File: config.mk
export PLATFORM = sky130hd
export DESIGN_NAME = hsv_to_rgb_converter_flat
export DESIGN_NICKNAME = d
export VERILOG_FILES = /design/src/rtl/hsv_pkg.sv /design/src/rtl/hsv_if.sv /design/src/rtl/hsv_sector.sv /design/src/rtl/hsv_mix.sv /design/src/rtl/hsv_scale.sv /design/src/rtl/hsv_to_rgb_converter.sv /design/src/flat_wrapper.sv
export SDC_FILE = /design/constraint.sdc
export NUM_CORES = 2
export LEC_CHECK = 0
export BUFFER_PORTS_ARGS = -buffer_cell sky130_fd_sc_hd__buf_2
export CAP_MARGIN = 20
export CORE_ASPECT_RATIO = 1.25
export CORE_MARGIN = 3
export CORE_UTILIZATION = 28
export CTS_CLUSTER_DIAMETER = 200
export DETAILED_ROUTE_END_ITERATION = 10
export GPL_ROUTABILITY_DRIVEN = 1
export SYNTH_ARGS = -nofsm -noshare
export SYNTH_HDL_FRONTEND = slang
export SYNTH_SLANG_ARGS = --single-unit
export TNS_END_PERCENT = 100
File: constraint.sdc
create_clock -name clk -period 8.4 [get_ports clk]
set_clock_uncertainty 0.05 [all_clocks]
set_input_delay 0 -clock clk [delete_from_list [all_inputs] [get_ports clk]]
set_output_delay 0 -clock clk [all_outputs]
set_load 0.005 [all_outputs]
File: src/rtl/hsv_pkg.sv
// shared types and constants for the hsv to rgb converter
// no dependencies
`default_nettype none

package hsv_pkg;

    localparam int HUE_W     = 16;
    localparam int UNIT_W    = 10;
    localparam int WRAP_W    = 15;
    localparam int REM_W     = 12;
    localparam int OUT_W     = 8;
    localparam int HUE_TURN   = 23040;
    localparam int HUE_SECTOR = 3840;

    // 60-degree hue sectors
    typedef enum logic [2:0] {
        SEC_RED_YEL = 3'd0,
        SEC_YEL_GRN = 3'd1,
        SEC_GRN_CYN = 3'd2,
        SEC_CYN_BLU = 3'd3,
        SEC_BLU_MAG = 3'd4,
        SEC_MAG_RED = 3'd5
    } sector_t;

    typedef struct packed {
        sector_t           sector;
        logic [REM_W-1:0]  rem;
        logic [UNIT_W-1:0] sat;
        logic [UNIT_W-1:0] val;
        logic [UNIT_W-1:0] alp;
        logic              gray;
    } hsv_sect_t;

endpackage

`default_nettype wire

File: src/rtl/hsv_if.sv
// valid/ready stream interfaces for hsv items in and rgb items out
// depends on hsv_pkg for field widths
`default_nettype none

interface hsv_in_if;
    logic                                 valid;
    logic                                 ready;
    logic signed [hsv_pkg::HUE_W-1:0]     hue_angle;
    logic signed [hsv_pkg::UNIT_W-1:0]    saturation;
    logic signed [hsv_pkg::UNIT_W-1:0]    brightness;
    logic signed [hsv_pkg::UNIT_W-1:0]    alpha_in;

    modport source (output valid, hue_angle, saturation, brightness, alpha_in, input ready);
    modport sink   (input valid, hue_angle, saturation, brightness, alpha_in, output ready);
endinterface

interface hsv_out_if;
    logic                          valid;
    logic                          ready;
    logic [hsv_pkg::OUT_W-1:0]     red;
    logic [hsv_pkg::OUT_W-1:0]     green;
    logic [hsv_pkg::OUT_W-1:0]     blue;
    logic [hsv_pkg::OUT_W-1:0]     alpha_out;

    modport source (output valid, red, green, blue, alpha_out, input ready);
    modport sink   (input valid, red, green, blue, alpha_out, output ready);
endinterface

`default_nettype wire

File: src/rtl/hsv_sector.sv
// front end: clamps s/v/alpha, wraps the hue and splits it into sector and remainder
// two register stages; depends on hsv_pkg
`default_nettype none

module hsv_sector #(
    parameter int FRAC_BITS = 8
) (
    input  wire logic                                  clk,
    input  wire logic                                  rst_n,
    input  wire logic                                  in_valid,
    output logic                                       in_ready,
    input  wire logic signed [hsv_pkg::HUE_W-1:0]      hue_angle,
    input  wire logic signed [hsv_pkg::UNIT_W-1:0]     saturation,
    input  wire logic signed [hsv_pkg::UNIT_W-1:0]     brightness,
    input  wire logic signed [hsv_pkg::UNIT_W-1:0]     alpha_in,
    output logic                                       out_valid,
    input  wire logic                                  out_ready,
    output hsv_pkg::hsv_sect_t                         out_data
);

    localparam int ONE_I = 1 << FRAC_BITS;
    localparam int CMP_W = (FRAC_BITS + 2 > hsv_pkg::UNIT_W) ? FRAC_BITS + 2 : hsv_pkg::UNIT_W;
    localparam logic [hsv_pkg::UNIT_W-1:0] ONE_CLAMP =
        (ONE_I > 511) ? hsv_pkg::UNIT_W'(511) : hsv_pkg::UNIT_W'(ONE_I);

    // stage 1
    logic                              v1_reg;
    logic [hsv_pkg::WRAP_W-1:0]        h1_reg,  h1_next;
    logic [hsv_pkg::UNIT_W-1:0]        sat1_reg, sat1_next;
    logic [hsv_pkg::UNIT_W-1:0]        val1_reg, val1_next;
    logic [hsv_pkg::UNIT_W-1:0]        alp1_reg, alp1_next;
    logic                              gray1_reg, gray1_next;
    // stage 2
    logic                              v2_reg;
    hsv_pkg::hsv_sect_t                s2_reg, s2_next;

    logic rdy1, rdy2;
    logic signed [hsv_pkg::HUE_W:0] h_wide;
    logic [hsv_pkg::WRAP_W-1:0]     base;

    function automatic logic [hsv_pkg::UNIT_W-1:0] clamp_unit(
        input logic signed [hsv_pkg::UNIT_W-1:0] x
    );
        logic [CMP_W-1:0] mag;
        mag = CMP_W'(x[hsv_pkg::UNIT_W-2:0]);
        if (x[hsv_pkg::UNIT_W-1])
            return '0;
        else if (mag > CMP_W'(ONE_I))
            return ONE_CLAMP;
        else
            return x;
    endfunction

    assign rdy2      = !v2_reg || out_ready;
    assign rdy1      = !v1_reg || rdy2;
    assign in_ready  = rdy1;
    assign out_valid = v2_reg;
    assign out_data  = s2_reg;

    // hue wrap into 0..23039
    always_comb
    begin
        h_wide = (hsv_pkg::HUE_W+1)'(hue_angle);
        if (hue_angle < -(hsv_pkg::HUE_W+1)'(hsv_pkg::HUE_TURN))
            h_wide = h_wide + (hsv_pkg::HUE_W+1)'(2 * hsv_pkg::HUE_TURN);
        else if (hue_angle < 0)
            h_wide = h_wide + (hsv_pkg::HUE_W+1)'(hsv_pkg::HUE_TURN);
        else if (h_wide >= (hsv_pkg::HUE_W+1)'(hsv_pkg::HUE_TURN))
            h_wide = h_wide - (hsv_pkg::HUE_W+1)'(hsv_pkg::HUE_TURN);
        h1_next = h_wide[hsv_pkg::WRAP_W-1:0];

        gray1_next = (saturation <= 0);
        sat1_next  = clamp_unit(saturation);
        val1_next  = clamp_unit(brightness);
        alp1_next  = clamp_unit(alpha_in);
    end

    // sector search over five boundaries
    always_comb
    begin
        s2_next = s2_reg;
        if (h1_reg >= hsv_pkg::WRAP_W'(5 * hsv_pkg::HUE_SECTOR))
        begin
            s2_next.sector = hsv_pkg::SEC_MAG_RED;
            base           = hsv_pkg::WRAP_W'(5 * hsv_pkg::HUE_SECTOR);
        end
        else if (h1_reg >= hsv_pkg::WRAP_W'(4 * hsv_pkg::HUE_SECTOR))
        begin
            s2_next.sector = hsv_pkg::SEC_BLU_MAG;
            base           = hsv_pkg::WRAP_W'(4 * hsv_pkg::HUE_SECTOR);
        end
        else if (h1_reg >= hsv_pkg::WRAP_W'(3 * hsv_pkg::HUE_SECTOR))
        begin
            s2_next.sector = hsv_pkg::SEC_CYN_BLU;
            base           = hsv_pkg::WRAP_W'(3 * hsv_pkg::HUE_SECTOR);
        end
        else if (h1_reg >= hsv_pkg::WRAP_W'(2 * hsv_pkg::HUE_SECTOR))
        begin
            s2_next.sector = hsv_pkg::SEC_GRN_CYN;
            base           = hsv_pkg::WRAP_W'(2 * hsv_pkg::HUE_SECTOR);
        end
        else if (h1_reg >= hsv_pkg::WRAP_W'(hsv_pkg::HUE_SECTOR))
        begin
            s2_next.sector = hsv_pkg::SEC_YEL_GRN;
            base           = hsv_pkg::WRAP_W'(hsv_pkg::HUE_SECTOR);
        end
        else
        begin
            s2_next.sector = hsv_pkg::SEC_RED_YEL;
            base           = '0;
        end
        s2_next.rem  = hsv_pkg::REM_W'(h1_reg - base);
        s2_next.sat  = sat1_reg;
        s2_next.val  = val1_reg;
        s2_next.alp  = alp1_reg;
        s2_next.gray = gray1_reg;
    end

    always_ff @(posedge clk or negedge rst_n)
    begin
        if (!rst_n)
        begin
            v1_reg <= 1'b0;
            v2_reg <= 1'b0;
        end
        else
        begin
            if (rdy1)
                v1_reg <= in_valid;
            if (rdy2)
                v2_reg <= v1_reg;
        end
    end

    always_ff @(posedge clk)
    begin
        if (rdy1 && in_valid)
        begin
            h1_reg    <= h1_next;
            sat1_reg  <= sat1_next;
            val1_reg  <= val1_next;
            alp1_reg  <= alp1_next;
            gray1_reg <= gray1_next;
        end
        if (rdy2 && v1_reg)
            s2_reg <= s2_next;
    end

    a_hue_wrapped: assert property (@(posedge clk) disable iff (!rst_n)
        v1_reg |-> (h1_reg < hsv_pkg::WRAP_W'(hsv_pkg::HUE_TURN)))
        else $error("wrapped hue out of range");

endmodule

`default_nettype wire

File: src/rtl/hsv_mix.sv
// forms the p/q/t mix factors and picks them per sector, two register stages
// depends on hsv_pkg
`default_nettype none

module hsv_mix #(
    parameter int FRAC_BITS = 8
) (
    input  wire logic                             clk,
    input  wire logic                             rst_n,
    input  wire logic                             in_valid,
    output logic                                  in_ready,
    input  wire hsv_pkg::hsv_sect_t               in_data,
    output logic                                  out_valid,
    input  wire logic                             out_ready,
    output logic [FRAC_BITS+11:0]                 x_r,
    output logic [FRAC_BITS+11:0]                 x_g,
    output logic [FRAC_BITS+11:0]                 x_b,
    output logic [hsv_pkg::UNIT_W-1:0]            val,
    output logic [hsv_pkg::UNIT_W-1:0]            alp
);

    localparam int XW    = FRAC_BITS + 12;
    localparam int PW    = FRAC_BITS + 13;
    localparam int ONE_I = 1 << FRAC_BITS;
    localparam int PRD_W = hsv_pkg::UNIT_W + hsv_pkg::REM_W;
    localparam logic [XW-1:0] FULL = XW'(ONE_I * hsv_pkg::HUE_SECTOR);

    // stage 3
    logic                          v3_reg;
    logic [PRD_W-1:0]              prodq_reg, prodq_next;
    logic [PRD_W-1:0]              prodt_reg, prodt_next;
    logic [XW-1:0]                 pnx_reg,   pnx_next;
    hsv_pkg::sector_t              sec3_reg;
    logic                          gray3_reg;
    logic [hsv_pkg::UNIT_W-1:0]    val3_reg, alp3_reg;
    // stage 4
    logic                          v4_reg;
    logic [XW-1:0]                 xr_reg, xr_next;
    logic [XW-1:0]                 xg_reg, xg_next;
    logic [XW-1:0]                 xb_reg, xb_next;
    logic [hsv_pkg::UNIT_W-1:0]    val4_reg, alp4_reg;

    logic                          rdy3, rdy4;
    logic [FRAC_BITS:0]            one_minus;
    logic [hsv_pkg::REM_W-1:0]     rem_comp;
    logic [PW-1:0]                 pn_wide;
    logic [XW-1:0]                 qx, tx;

    assign rdy4      = !v4_reg || out_ready;
    assign rdy3      = !v3_reg || rdy4;
    assign in_ready  = rdy3;
    assign out_valid = v4_reg;
    assign x_r       = xr_reg;
    assign x_g       = xg_reg;
    assign x_b       = xb_reg;
    assign val       = val4_reg;
    assign alp       = alp4_reg;

    // s*f and s*(1-f) scaled by the sector width, and (1-s) times the sector width
    always_comb
    begin
        one_minus  = (FRAC_BITS+1)'(ONE_I) - (FRAC_BITS+1)'(in_data.sat);
        rem_comp   = hsv_pkg::REM_W'(hsv_pkg::HUE_SECTOR) - in_data.rem;
        prodq_next = PRD_W'(in_data.sat) * PRD_W'(in_data.rem);
        prodt_next = PRD_W'(in_data.sat) * PRD_W'(rem_comp);
        pn_wide    = (PW'(one_minus) << 12) - (PW'(one_minus) << 8);
        pnx_next   = pn_wide[XW-1:0];
    end

    always_comb
    begin
        qx = FULL - XW'(prodq_reg);
        tx = FULL - XW'(prodt_reg);
        if (gray3_reg)
        begin
            xr_next = FULL;
            xg_next = FULL;
            xb_next = FULL;
        end
        else
        begin
            case (sec3_reg)
                hsv_pkg::SEC_RED_YEL:
                begin
                    xr_next = FULL; xg_next = tx;   xb_next = pnx_reg;
                end
                hsv_pkg::SEC_YEL_GRN:
                begin
                    xr_next = qx;   xg_next = FULL; xb_next = pnx_reg;
                end
                hsv_pkg::SEC_GRN_CYN:
                begin
                    xr_next = pnx_reg; xg_next = FULL; xb_next = tx;
                end
                hsv_pkg::SEC_CYN_BLU:
                begin
                    xr_next = pnx_reg; xg_next = qx; xb_next = FULL;
                end
                hsv_pkg::SEC_BLU_MAG:
                begin
                    xr_next = tx;   xg_next = pnx_reg; xb_next = FULL;
                end
                hsv_pkg::SEC_MAG_RED:
                begin
                    xr_next = FULL; xg_next = pnx_reg; xb_next = qx;
                end
                default:
                begin
                    xr_next = FULL; xg_next = FULL; xb_next = FULL;
                end
            endcase
        end
    end

    always_ff @(posedge clk or negedge rst_n)
    begin
        if (!rst_n)
        begin
            v3_reg <= 1'b0;
            v4_reg <= 1'b0;
        end
        else
        begin
            if (rdy3)
                v3_reg <= in_valid;
            if (rdy4)
                v4_reg <= v3_reg;
        end
    end

    always_ff @(posedge clk)
    begin
        if (rdy3 && in_valid)
        begin
            prodq_reg <= prodq_next;
            prodt_reg <= prodt_next;
            pnx_reg   <= pnx_next;
            sec3_reg  <= in_data.sector;
            gray3_reg <= in_data.gray;
            val3_reg  <= in_data.val;
            alp3_reg  <= in_data.alp;
        end
        if (rdy4 && v3_reg)
        begin
            xr_reg   <= xr_next;
            xg_reg   <= xg_next;
            xb_reg   <= xb_next;
            val4_reg <= val3_reg;
            alp4_reg <= alp3_reg;
        end
    end

    a_rem_in_sector: assert property (@(posedge clk) disable iff (!rst_n)
        in_valid |-> (in_data.rem < hsv_pkg::REM_W'(hsv_pkg::HUE_SECTOR)))
        else $error("sector remainder out of range");

    a_gray_equal: assert property (@(posedge clk) disable iff (!rst_n)
        (v3_reg && rdy4 && gray3_reg) |=> (xr_reg == FULL && xg_reg == FULL && xb_reg == FULL))
        else $error("gray item did not give equal channels");

endmodule

`default_nettype wire

File: src/rtl/hsv_scale.sv
// four channel lanes: multiply by value or alpha, then round(x*255) and saturate
// two register stages, the last one is the output register; depends on hsv_pkg
`default_nettype none

module hsv_scale #(
    parameter int FRAC_BITS = 8
) (
    input  wire logic                          clk,
    input  wire logic                          rst_n,
    input  wire logic                          in_valid,
    output logic                               in_ready,
    input  wire logic [FRAC_BITS+11:0]         x_r,
    input  wire logic [FRAC_BITS+11:0]         x_g,
    input  wire logic [FRAC_BITS+11:0]         x_b,
    input  wire logic [hsv_pkg::UNIT_W-1:0]    val,
    input  wire logic [hsv_pkg::UNIT_W-1:0]    alp,
    output logic                               out_valid,
    input  wire logic                          out_ready,
    output logic [hsv_pkg::OUT_W-1:0]          red,
    output logic [hsv_pkg::OUT_W-1:0]          green,
    output logic [hsv_pkg::OUT_W-1:0]          blue,
    output logic [hsv_pkg::OUT_W-1:0]          alpha_out
);

    localparam int XW    = FRAC_BITS + 12;
    localparam int MW    = XW + hsv_pkg::UNIT_W;
    localparam int SW    = MW + 5;
    localparam int SHIFT = 2 * FRAC_BITS + 8;
    localparam int ONE_I = 1 << FRAC_BITS;
    localparam int LANES = 4;
    localparam logic [XW-1:0] FULL = XW'(ONE_I * hsv_pkg::HUE_SECTOR);
    localparam logic [SW-1:0] RND  = SW'(1) << (SHIFT - 1);

    logic                          v5_reg, v6_reg;
    logic                          rdy5, rdy6;
    logic [MW-1:0]                 m_reg  [LANES];
    logic [MW-1:0]                 m_next [LANES];
    logic [hsv_pkg::OUT_W-1:0]     ch_reg  [LANES];
    logic [hsv_pkg::OUT_W-1:0]     ch_next [LANES];
    logic [XW-1:0]                 lane_x [LANES];
    logic [hsv_pkg::UNIT_W-1:0]    lane_v [LANES];
    logic [SW-1:0]                 sum    [LANES];
    logic [SW-1:0]                 shifted[LANES];
    logic [LANES-1:0]              ovf;

    assign rdy6      = !v6_reg || out_ready;
    assign rdy5      = !v5_reg || rdy6;
    assign in_ready  = rdy5;
    assign out_valid = v6_reg;
    assign red       = ch_reg[0];
    assign green     = ch_reg[1];
    assign blue      = ch_reg[2];
    assign alpha_out = ch_reg[3];

    always_comb
    begin
        lane_x[0] = x_r;  lane_v[0] = val;
        lane_x[1] = x_g;  lane_v[1] = val;
        lane_x[2] = x_b;  lane_v[2] = val;
        lane_x[3] = FULL; lane_v[3] = alp;
        for (int i = 0; i < LANES; i++)
            m_next[i] = MW'(lane_v[i]) * MW'(lane_x[i]);
    end

    // 255/(one*one*3840) reduces to 17/2^(2*frac+8), halves round up
    always_comb
    begin
        for (int i = 0; i < LANES; i++)
        begin
            sum[i]     = (SW'(m_reg[i]) << 4) + SW'(m_reg[i]) + RND;
            shifted[i] = sum[i] >> SHIFT;
            ovf[i]     = (shifted[i] > SW'(255));
            ch_next[i] = ovf[i] ? '1 : shifted[i][hsv_pkg::OUT_W-1:0];
        end
    end

    always_ff @(posedge clk or negedge rst_n)
    begin
        if (!rst_n)
        begin
            v5_reg <= 1'b0;
            v6_reg <= 1'b0;
        end
        else
        begin
            if (rdy5)
                v5_reg <= in_valid;
            if (rdy6)
                v6_reg <= v5_reg;
        end
    end

    always_ff @(posedge clk)
    begin
        for (int i = 0; i < LANES; i++)
        begin
            if (rdy5 && in_valid)
                m_reg[i] <= m_next[i];
            if (rdy6 && v5_reg)
                ch_reg[i] <= ch_next[i];
        end
    end

    a_no_overflow: assert property (@(posedge clk) disable iff (!rst_n)
        v5_reg |-> (ovf == '0))
        else $error("channel product exceeds full scale");

endmodule

`default_nettype wire

File: src/rtl/hsv_to_rgb_converter.sv
// top level of the hsv to rgb converter: front end, mix and scale pipeline
// depends on hsv_pkg, hsv_if, hsv_sector, hsv_mix and hsv_scale
`default_nettype none

// Takes one hsv item per clock and gives one rgb item per clock while the output
// is ready; each item is registered in turn through clamp and hue wrap, sector
// search, mix products, sector select, value multiply, then round and saturate
// into the output register. Each stage holds its item under backpressure and a
// bubble anywhere in the pipeline is filled, so the input stays ready while a
// finished result waits as long as some stage is empty. Hue wraps modulo 360
// degrees in 1/64 degree steps; saturation at or below zero gives gray; all
// channels are round(x*255) with halves rounded up. FRAC_BITS sets the fixed
// point of saturation, value and alpha (2^FRAC_BITS means 1.0).
module hsv_to_rgb_converter #(
    parameter int FRAC_BITS = 8
) (
    input  wire logic      clk,
    input  wire logic      rst_n,
    hsv_in_if.sink         hsv,
    hsv_out_if.source      rgb
);

    localparam int XW = FRAC_BITS + 12;

    logic                          sect_valid, sect_ready;
    hsv_pkg::hsv_sect_t            sect_data;
    logic                          mix_valid, mix_ready;
    logic [XW-1:0]                 x_r, x_g, x_b;
    logic [hsv_pkg::UNIT_W-1:0]    mix_val, mix_alp;

    hsv_sector #(
        .FRAC_BITS (FRAC_BITS)
    ) u_sector (
        .clk        (clk),
        .rst_n      (rst_n),
        .in_valid   (hsv.valid),
        .in_ready   (hsv.ready),
        .hue_angle  (hsv.hue_angle),
        .saturation (hsv.saturation),
        .brightness (hsv.brightness),
        .alpha_in   (hsv.alpha_in),
        .out_valid  (sect_valid),
        .out_ready  (sect_ready),
        .out_data   (sect_data)
    );

    hsv_mix #(
        .FRAC_BITS (FRAC_BITS)
    ) u_mix (
        .clk       (clk),
        .rst_n     (rst_n),
        .in_valid  (sect_valid),
        .in_ready  (sect_ready),
        .in_data   (sect_data),
        .out_valid (mix_valid),
        .out_ready (mix_ready),
        .x_r       (x_r),
        .x_g       (x_g),
        .x_b       (x_b),
        .val       (mix_val),
        .alp       (mix_alp)
    );

    hsv_scale #(
        .FRAC_BITS (FRAC_BITS)
    ) u_scale (
        .clk       (clk),
        .rst_n     (rst_n),
        .in_valid  (mix_valid),
        .in_ready  (mix_ready),
        .x_r       (x_r),
        .x_g       (x_g),
        .x_b       (x_b),
        .val       (mix_val),
        .alp       (mix_alp),
        .out_valid (rgb.valid),
        .out_ready (rgb.ready),
        .red       (rgb.red),
        .green     (rgb.green),
        .blue      (rgb.blue),
        .alpha_out (rgb.alpha_out)
    );

endmodule

`default_nettype wire
File: src/flat_wrapper.sv
// flat-port wrapper written by rule: the top's interface ports become plain ports
module hsv_to_rgb_converter_flat 
#(
    parameter int FRAC_BITS = 8
)
  (clk, rst_n, hsv_valid, hsv_hue_angle, hsv_saturation, hsv_brightness, hsv_alpha_in, hsv_ready, rgb_valid, rgb_red, rgb_green, rgb_blue, rgb_alpha_out, rgb_ready);
  hsv_in_if hsv_i ();
  hsv_out_if rgb_i ();
  input  wire logic clk;
  input  wire logic rst_n;
  input wire logic [$bits(hsv_i.valid)-1:0] hsv_valid;
  input wire logic [$bits(hsv_i.hue_angle)-1:0] hsv_hue_angle;
  input wire logic [$bits(hsv_i.saturation)-1:0] hsv_saturation;
  input wire logic [$bits(hsv_i.brightness)-1:0] hsv_brightness;
  input wire logic [$bits(hsv_i.alpha_in)-1:0] hsv_alpha_in;
  output wire logic [$bits(hsv_i.ready)-1:0] hsv_ready;
  output wire logic [$bits(rgb_i.valid)-1:0] rgb_valid;
  output wire logic [$bits(rgb_i.red)-1:0] rgb_red;
  output wire logic [$bits(rgb_i.green)-1:0] rgb_green;
  output wire logic [$bits(rgb_i.blue)-1:0] rgb_blue;
  output wire logic [$bits(rgb_i.alpha_out)-1:0] rgb_alpha_out;
  input wire logic [$bits(rgb_i.ready)-1:0] rgb_ready;
  assign hsv_i.valid = hsv_valid;
  assign hsv_i.hue_angle = hsv_hue_angle;
  assign hsv_i.saturation = hsv_saturation;
  assign hsv_i.brightness = hsv_brightness;
  assign hsv_i.alpha_in = hsv_alpha_in;
  assign hsv_ready = hsv_i.ready;
  assign rgb_valid = rgb_i.valid;
  assign rgb_red = rgb_i.red;
  assign rgb_green = rgb_i.green;
  assign rgb_blue = rgb_i.blue;
  assign rgb_alpha_out = rgb_i.alpha_out;
  assign rgb_i.ready = rgb_ready;
  hsv_to_rgb_converter #(.FRAC_BITS(FRAC_BITS)) u_core (.clk(clk), .rst_n(rst_n), .hsv(hsv_i), .rgb(rgb_i));
endmodule
==> flow_summary.json <==
{
  "outcome": "finished, final reports clean",
  "cts_setup_buffers": 0,
  "hold_viol": 0,
  "synth_cell_types": 84,
  "yosysSeqAreaShare_pct": 26.1,
  "synth_top_family_by_area": "adder cells",
  "die_x_um": 359,
  "cts_tree": "yes",
  "max-slew-margin-rel_pct": 26.8,
  "synthMuxAreaShare_pct": 0.207,
  "drt-total-wl_um": 95200,
  "htreeDepth": 2,
  "slowest_delay_ns": 1.07,
  "grt_pass1_wl_um": 160000,
  "drt_iter0_markers": 1225,
  "synth-async-reset-ratio_pct": 1.58,
  "fmax_mhz": 149,
  "synth_xor_area_share_pct": 3.83,
  "io_buffer_count": 83,
  "arrival_ns": 7.03,
  "wire_per_inst_um": 14.8,
  "grt_max_degree": 74,
  "layout.nets": 5470,
  "ant_nets": 0,
  "min_period_ns": 6.69,
  "io_pins": 84,
  "rows": 161,
  "via_per_inst": 4.62,
  "largest_register_ffs": 104,
  "rsz0062_at_grt": "no",
  "final_common_cell": "inv_1",
  "fill_cells": 15892,
  "clkLatencyLatePin_ns": 0.64,
  "setup_violations": 0,
  "vias": 29781,
  "cp_data_required_time_ns": 8.74,
  "clock_sinks": 379,
  "drc_errors": 0,
  "start_util_pct": 28.2,
  "die_h_um": 447,
  "critPathBufInv": 3,
  "yosys_warnings": 0,
  "area_growth_pct": 11.5,
  "synth-compound-area-share_pct": 8.23,
  "critical_path_class": "flip-flop to flip-flop",
  "core_mm2": 0.154,
  "numCtsBuffers": 44,
  "tightest_slew_ns": 1.10,
  "synth_area_mm2": 0.0436,
  "drv_cap": 0,
  "synthCells": 4275,
  "cts_buffer_depth": 3,
  "critPathTopFamily": "adder cells",
  "grt_pass1_vias": 31720,
  "synth_flop_cell": "edfxtp_1",
  "setup-tns-final_ns": 0,
  "synth-edff-count": 373,
  "critPathMaxFanout": 28,
  "cts-resized-gates": 0,
  "synth_seq_cells": 379,
  "synthAdderAreaFrac_pct": 39.4,
  "slowest_stage": "edfxtp_1",
  "antenna_found_initial": 1,
  "root_buffer": "clkbuf_16",
  "die_area_mm2": 0.160,
  "syn_avg_cell_area_um2": 10.2,
  "start_kind": "flip-flop",
  "path_common_cell": "fa_1",
  "synth_nets": 5376,
  "synth-simple-area-share_pct": 15.6,
  "crit_path_end_kind": "flip-flop",
  "final_cell_mix": "inv_1 (635), fa_1 (531), ha_1 (520)",
  "period_share_pct": 79.7,
  "gp_congestion": 0.834,
  "path_cells": "nand2_1 -> fa_1 -> inv_1 -> fa_1 -> fa_1 -> fa_1 -> inv_1 -> fa_1 -> inv_1 -> ha_1 -> a21o_1 -> a21o_1 -> a311oi_1 -> and3_1 -> a211oi_1 -> o21ai_0 -> a21oi_1 -> xor2_1",
  "track_usage_pct": 12.1,
  "hpwl_um": 75100,
  "slew_violations": 0,
  "min_path_type": "input port to flip-flop",
  "overflow": 0,
  "path_clk_slew_ns": 0.06,
  "drive_gt1_share_pct": 4.97,
  "first_pass_iters": 5
}
==> cell families after synthesis <==
group           count (synthesis)
xor+xnor                      188
simple gates                 1337
mux                             9
buf+inv                       777
fa+ha+maj                    1052
flops                         379
compound gates                533
==> timing repair <==
action                                  4_1_cts  5_1_grt
hold buffers                                 77        0
endpoints found under the hold margin        60        0
endpoints found under the setup margin        0        0
==> Yosys cell counts, types with 5 or more instances <==
master | instances | area [um^2]
edfxtp_1 | 373 | 11200
nand2_1 | 466 | 1750
buf_2 | 5 | 25.0
mux2i_1 | 9 | 90.1
a221oi_1 | 8 | 70.1
o2111ai_1 | 7 | 61.3
o21bai_1 | 24 | 180
o211ai_1 | 20 | 150
dfrtp_1 | 6 | 150
o21a_1 | 40 | 300
o21ai_0 | 94 | 470
fa_1 | 531 | 10600
o31ai_1 | 10 | 75.1
ha_1 | 520 | 6510
nor2b_1 | 27 | 169
nor4_1 | 17 | 106
o22ai_1 | 6 | 37.5
a22oi_1 | 8 | 60.1
and2_1 | 441 | 2760
a21oi_1 | 135 | 676
nor3_1 | 63 | 315
nor3b_1 | 10 | 75.1
a21boi_0 | 5 | 37.5
a211oi_1 | 44 | 330
nand3_1 | 57 | 285
clkbuf_1 | 116 | 435
nand2b_1 | 26 | 163
buf_1 | 19 | 71.3
nor2_1 | 145 | 544
or2_2 | 8 | 50.1
or3_1 | 20 | 125
inv_1 | 635 | 2380
nand3b_1 | 6 | 45.0
a21o_1 | 43 | 323
xor2_1 | 58 | 508
or4_1 | 6 | 45.0
and3_1 | 12 | 75.1
xnor2_1 | 128 | 1120
o31a_1 | 5 | 43.8
nand4_1 | 17 | 106
a31o_2 | 6 | 52.6
o311a_1 | 6 | 60.1
a31oi_1 | 23 | 144
==> stage by stage <==
| stage | worst slack (ns) | util (%) | std cells | instance area, um^2 | hold WS [ns] |
|---|---|---|---|---|---|
| 5_1_grt | 1.32 | 31.5 | 6442 | 48500 | 0.0812 |
| 2_1_floorplan | 2.27 | - | 4275 | 43600 | -0.346 |
| 3_3_place_gp | 1.85 | 30.0 | 6281 | 46300 | -0.220 |
| 3_5_place_dp | 1.68 | 30.0 | 6281 | 46300 | -0.217 |
| 6_report | 1.71 | 31.5 | 6442 | 48500 | 0.0502 |
| 4_1_cts | 1.66 | 31.4 | 6439 | 48500 | 0.00678 |
==> final timing paths <==
kind	start	end	slack [ns]	cells past startpoint
worst max-delay path	u_core.u_mix.val[2]$_DFFE_PP_	u_core.u_scale.m_reg[0][26]$_DFFE_PP_	1.71	18
worst min-delay path	hsv_hue_angle[15]	u_core.u_sector.h1_reg[10]$_DFFE_PP_	0.05	7
worst max register to register	u_core.u_mix.val[2]$_DFFE_PP_	u_core.u_scale.m_reg[0][26]$_DFFE_PP_	1.71	18
worst min register to register	u_core.u_mix.val3_reg[1]$_DFFE_PP_	u_core.u_mix.val[1]$_DFFE_PP_	0.36	0
max in group asynchronous	rst_n	u_core.u_mix.out_valid$_DFFE_PN0P_	7.84	3
min in group asynchronous	rst_n	u_core.u_sector.out_valid$_DFFE_PN0P_	0.25	3
==> cell type report <==
cell class	instances	area (um^2)	share of cell area, %
Sequential cell	379	11400	23.4
Clock inverter	30	338	0.696
Tap cell	2037	2550	5.25
Multi-Input combinational cell	3119	29300	60.4
Clock buffer	51	1130	2.32
Antenna cell	1	2.50	0.00516
Inverter	635	2380	4.91
Timing Repair Buffer	190	1480	3.05
==> per-layer routing <==
layer	track usage, %	vias up	routed length, um
met5	0	-	0
met4	4.22	0	3280
met3	1.26	156	2620
met2	22.9	453	50400
met1	14.1	14869	38900
li1	-	14303	-
==> tightest hold or removal path, stage by stage <==
cell,delay [ns]
buf_2,0.12
inv_1,0.11
o21ai_0,0.09
nand2_1,0.05
o21ai_0,0.07
nand2_1,0.05
o21ai_0,0.06
Power is left out: the tool's default activity adds up to more than one toggle a clock period on the data nets, which glitch-free logic cannot reach.
